--- config.mk ---
export PLATFORM = sky130hd
export DESIGN_NAME = mpc_chan_predictor
export DESIGN_NICKNAME = d
export VERILOG_FILES = /design/src/rtl/mpc_pkg.sv /design/src/rtl/mpc_chan_predictor.sv
export SDC_FILE = /design/constraint.sdc
export NUM_CORES = 1
export LEC_CHECK = 0
export CAP_MARGIN = 5
export CORE_MARGIN = 2
export CORE_UTILIZATION = 30
export DETAILED_ROUTE_END_ITERATION = 6
export DONT_BUFFER_PORTS = 1
export PLACE_DENSITY = 0.41
export SKIP_LAST_GASP = 1
export SLEW_MARGIN = 5
export SYNTH_ARGS = -nofsm -noshare
export SYNTH_HDL_FRONTEND = slang
export SYNTH_SLANG_ARGS = --single-unit
--- constraint.sdc ---
create_clock -name vclk -period 7.85
set_input_delay 0 -clock vclk [all_inputs]
set_output_delay 0 -clock vclk [all_outputs]
set_load 0.01 [all_outputs]
--- src/rtl/mpc_pkg.sv ---
`default_nettype none

package mpc_pkg;

	// Channel and pixel widths; pixels pack red in [7:0], green [15:8], blue [23:16].
	localparam int CHAN_W   = 8;
	localparam int NUM_CHAN = 3;
	localparam int PIXEL_W  = CHAN_W * NUM_CHAN;
	localparam int FIELD_W  = 9;
	localparam int WIDTH_W  = 13;

	// Register indexes of the configuration port.
	localparam logic CFG_MODE  = 1'b0;
	localparam logic CFG_WIDTH = 1'b1;

	typedef enum logic {
		MODE_ENCODE = 1'b0,
		MODE_DECODE = 1'b1
	} coder_mode_t;

	typedef logic [CHAN_W-1:0]  chan_t;
	typedef logic [PIXEL_W-1:0] pixel_t;
	typedef logic [FIELD_W-1:0] field_t;

	// Per-pixel control handed to the channel predictors.
	typedef struct packed {
		coder_mode_t mode;
		logic        raw;
	} pred_ctrl_t;

	// Median edge detector over left (a), upper (b) and upper-left (c).
	function automatic chan_t med(input chan_t a, input chan_t b, input chan_t c);
		chan_t lo;
		chan_t hi;
		lo = (a < b) ? a : b;
		hi = (a < b) ? b : a;
		if (c >= hi) begin
			return lo;
		end else if (c <= lo) begin
			return hi;
		end
		return CHAN_W'({1'b0, a} + {1'b0, b} - {1'b0, c});
	endfunction

endpackage

`default_nettype wire

--- src/rtl/mpc_chan_predictor.sv ---
`default_nettype none

module mpc_chan_predictor
	import mpc_pkg::*;
(
	input  wire pred_ctrl_t ctrl,
	input  wire chan_t      left_chan,
	input  wire chan_t      upper_chan,
	input  wire chan_t      upper_left_chan,
	input  wire field_t     in_value,
	output field_t          out_value,
	output chan_t           pixel_chan
);

	chan_t pred;

	always_comb begin
		pred = ctrl.raw ? '0 : med(left_chan, upper_chan, upper_left_chan);
		unique case (ctrl.mode)
			MODE_ENCODE: begin
				pixel_chan = in_value[CHAN_W-1:0];
				out_value  = ctrl.raw ? {1'b0, pixel_chan}
				                      : FIELD_W'({1'b0, pixel_chan} - {1'b0, pred});
			end
			MODE_DECODE: begin
				pixel_chan = CHAN_W'(in_value[CHAN_W-1:0] + pred);
				out_value  = {1'b0, pixel_chan};
			end
			default: begin
				pixel_chan = '0;
				out_value  = '0;
			end
		endcase
	end

endmodule

`default_nettype wire

# Word level (Yosys, flattened, before mapping)
# Index checks and enable logic that the tools add are counted.
# word_totals
ff_bits,0
input_bits,35
output_inout_bits,17
# op_classes
muxes,11
n_addsub,4
bitwise,1
magnitude_cmp,3
# op_table
op,n
2-to-1 mux 8 bit,6
case mux 9 bit (2 select lines),1
adder 8 bit,2
case mux 8 bit (2 select lines),1
2-to-1 mux 9 bit,1
subtractor 8 x 8 -> 9 bit,1
>= comparator 8 bit,1
<= comparator 8 bit,1
< comparator 8 bit,1
subtractor 8 bit,1
2-to-1 mux 1 bit,2
NOT 1 bit,1

# Logic depth before layout (Yosys ltp)
# depth
depth_word,10
ltp_mapped,27
depth_no_buf,24

# Worst setup path before layout
# Ideal clock, no wire load.
# synth_path
kind,input -> output
startpoint,in upper_chan[6]
endpoint,out out_value[6]
slack_ps,3258
path_stages,22
arrival_ps,4592
cell_sequence,inv_1 > ha_1 > nand4_1 > o31ai_2 > mux2_2 > ha_1 > nand2b_1 > a2111oi_0 > o31ai_1 > buf_2 > nor2_1 > o21ai_0 > o21ai_0 > ha_1 > inv_1 > fa_1 > o21bai_1 > a21oi_1 > o21bai_1 > mux2i_1 > o2111ai_1 > nor3b_1
# synth_between
elab_chain_len,10
elab_cells_between_ends,17
cone_classes,add/sub (4); order compare (3); mux (10)
# synth_rtl
item,line_no,rtl
"start, declared",mpc_chan_predictor.sv:8,"input wire chan_t upper_chan,"
< comparator 8 bit,"mpc_pkg.sv:35, mpc_pkg.sv:36",
2-to-1 mux 8 bit,mpc_pkg.sv:35,lo = (a < b) ? a : b;
<= comparator 8 bit,mpc_pkg.sv:39,end else if (c <= lo) begin
2-to-1 mux 1 bit,mpc_pkg.sv:39,
2-to-1 mux 1 bit,mpc_pkg.sv:37,if (c >= hi) begin
2-to-1 mux 8 bit *,mpc_pkg.sv:42,"return CHAN_W'({1'b0, a} + {1'b0, b} - {1'b0, c});"
2-to-1 mux 8 bit *,mpc_chan_predictor.sv:18,"pred = ctrl.raw ? '0 : med(left_chan, upper_chan, upper_left_chan);"
subtractor 8 x 8 -> 9 bit,mpc_chan_predictor.sv:23,": FIELD_W'({1'b0, pixel_chan} - {1'b0, pred});"
2-to-1 mux 9 bit,mpc_chan_predictor.sv:22,"out_value = ctrl.raw ? {1'b0, pixel_chan}"
case mux 9 bit (2 select lines) *,mpc_chan_predictor.sv:19,unique case (ctrl.mode)
"end, declared",mpc_chan_predictor.sv:11,"output field_t out_value,"
# Mark *: on every way between the ends. The rest lies on a longest branch, timed or not. The select of a mux whose other input is x is not followed.

# Worst setup path in the final report
# Same ends and word-level chain as after synthesis.

==> metrics.csv <==
metric,value,unit
first-pass GRT wire length,9550,um
crit-path most repeated cell,ha_1,
gr usage total,0.135,
final wirelength,6070,um
Critical Path End Type,primary output,
status,finished clean,
WL/cell,14.8,um
initial antenna violation count,0,
Final Max Tran Viols,0,
post-route ant nets,0,
area grow syn2layout,4.53,%
CTS resizes,0,
drt pass-1 iters,4,
seq_cells,0,
fmax,186,MHz
slowest cell delay on critical path,0.53,ns
switching power total,0.178,mW
CP Class,in -> out,
initial core utilization,0.305,
layout cells sized above 1,0.0456,
Remaining DRCs,0,
final hold vios,0,
"Setup violations, final",0,
Worst Hold Launch,ctrl[1],
FILL cells,881,
Finished Layout Cells,409,
Net Sw Frac,0.571,
leakage power,1.13,nW
synthesized area,2320,um2
dpl hpwl,5340,um
Rel. slew slack,0.373,
data arrival time of the worst path,5.38,ns
die area,8450,um2
RSZ-0062 raised after global routing,no,
Worst Path Buf+Inv,3,
DIE WIDTH,91.9,um
clk_buf instances,0,
final instance area,2420,um2
fin crit period,5.38,ns
post-CTS setup buffer count,0,
Final period util,0.686,
Clock Power Share,0,
register area,0,um2
PwrDens,128,nW/um2
Layout Nets,399,
core area,7610,um2
Comb power frac,1.000,
Min-Delay Path Depth,1,
gr ovfl total,0,
"Seq/Total Area, Yosys",0,
crit-path cells,inv_1 -> ha_1 -> nand4_1 -> o31ai_4 -> mux2_2 -> ha_1 -> nand2b_1 -> a2111oi_0 -> o31ai_1 -> buf_4 -> nor2_1 -> o21ai_0 -> o21ai_0 -> ha_1 -> inv_1 -> fa_1 -> o21bai_1 -> a21oi_1 -> o21bai_1 -> mux2i_1 -> o2111ai_1 -> nor3b_1,
synth unique cells,51,
crit-path max FO,13,
Post-Place Cells,409,
largest net degree at the start of global routing,32,
startpoint types,input port,
number of diodes,0,
multi-input combinational cell area,2120,um2
synthesized net count,404,
vias per inst,5.13,
syn avg cell area,7.39,um2
vias in the first global route,1992,
Fin Setup TNS,0,ns
Pwr Total,0.311,mW
Synth Warn #,0,
Worst-Margin Slew,0.917,ns
Int Power,0.134,mW
routability cong.,0.736,
CP max-delay cell,a2111oi_0,
io pins,52,
worst-case vdd ir drop,0.0000253,V
Die H,91.9,um
Hold EP,pixel_chan[5],
sequential share of power,0,
"Hold-fix buffers, CTS",0,
vias,2097,
Rows,32,
initial drt markers,39,
MaxCap Viol Count,0,
kind of cell adding the most delay to the critical path,compound AO/OA/AOI/OAI gates,
Hold Path Class,in -> out,
placed cell areas,2420,um2
port bufs,0,
Required @ worst endpoint,7.85,ns
Mapped Cells,314,
## per-layer routing
layer  wire length (um)  track usage
met4                  0            0
met3                222       0.0107
met5                  0            0
met1               2950        0.187
met2               2900        0.246
## worst max path at each step
stage                        startpoint           end  slack, ns  depth (start not counted)
final                     upper_chan[6]  out_value[6]       2.47                         22
after global placement    upper_chan[6]  out_value[6]       2.35                         23
after global routing      upper_chan[6]  out_value[6]       1.91                         22
after detailed placement  upper_chan[6]  out_value[6]       2.34                         23
after CTS                 upper_chan[6]  out_value[6]       2.33                         23
after floorplan           upper_chan[6]  out_value[6]       3.26                         22
## synthesized netlist by cell type, types with 2 or more instances
library cell | instances | area (um2)
ha_1 | 46 | 576
inv_1 | 44 | 165
nor2_1 | 26 | 97.6
a21oi_1 | 25 | 125
mux2i_1 | 16 | 160
nand2_1 | 15 | 56.3
o21ai_0 | 15 | 75.1
nor3_1 | 10 | 50.1
fa_1 | 9 | 180
nor2b_1 | 9 | 56.3
xnor2_1 | 9 | 78.8
nand2b_1 | 6 | 37.5
clkbuf_1 | 5 | 18.8
a211oi_1 | 4 | 30.0
and2_1 | 4 | 25.0
nand3_1 | 4 | 20.0
nand4_1 | 4 | 25.0
o21bai_1 | 4 | 30.0
or2_2 | 4 | 25.0
a2111oi_0 | 3 | 26.3
a211o_1 | 3 | 26.3
a21o_1 | 3 | 22.5
mux2_2 | 3 | 33.8
o211ai_1 | 3 | 22.5
o21a_1 | 3 | 22.5
o221ai_1 | 3 | 26.3
o41ai_1 | 3 | 26.3
xor2_1 | 3 | 26.3
a221o_1 | 2 | 20.0
a221oi_1 | 2 | 17.5
a22o_1 | 2 | 17.5
a41o_1 | 2 | 20.0
or3_1 | 2 | 12.5
## kinds of logic (layout without fill, tap and decap cells)
family          count (synthesis)  in the layout  synth area share
compound gates                 89             89             0.269
xor+xnor                       13             13            0.0523
fa+ha+maj                      55             55             0.326
buf+inv                        53             46            0.0912
mux                            19             19            0.0836
simple gates                   85             85             0.178
## power groups by stage
stage | clock network [mW] | registers (mW) | logic, mW
after global placement | 0 | 0 | 0.311
after detailed placement | 0 | 0 | 0.313
after floorplan | 0 | 0 | 0.258
after CTS | 0 | 0 | 0.315
after global routing | 0 | 0 | 0.348
final | 0 | 0 | 0.311
## metrics by stage
step | setup WS [ns] | hold WS, ns | util
3_3_place_gp | 2.35 | 0.0862 | 0.319
6_report | 2.47 | 0.0815 | 0.319
4_1_cts | 2.33 | 0.0825 | 0.319
2_1_floorplan | 3.26 | 0.135 | -
5_1_grt | 1.91 | 0.0862 | 0.319
3_5_place_dp | 2.34 | 0.0818 | 0.319
## cell usage in the layout, fill, tap and decap left out, drive strengths merged, types with 3 or more instances in the layout
cell type  synthesis  final
ha                46     46
nand3              4      4
or2                4      4
inv               44     44
and2               4      4
a211o              3      3
nor2              26     26
o41ai              3      3
o21bai             4      4
mux2i             16     16
nand2             15     15
o21ai             15     15
a2111oi            4      4
o21a               3      3
mux2               3      3
nor3              10     10
nor2b              9      9
nand2b             6      6
a21oi             25     25
a21o               3      3
nand4              4      4
fa                 9      9
o211ai             3      3
xor2               4      4
o221ai             3      3
xnor2              9      9
a211oi             4      4
## cell type report
cell class,instances,share of cell area
inverters,44,0.0681
multi-input cells,261,0.873
well taps,102,0.0526
repair buffers,2,0.00619
(Power assumes the default switching activity.)
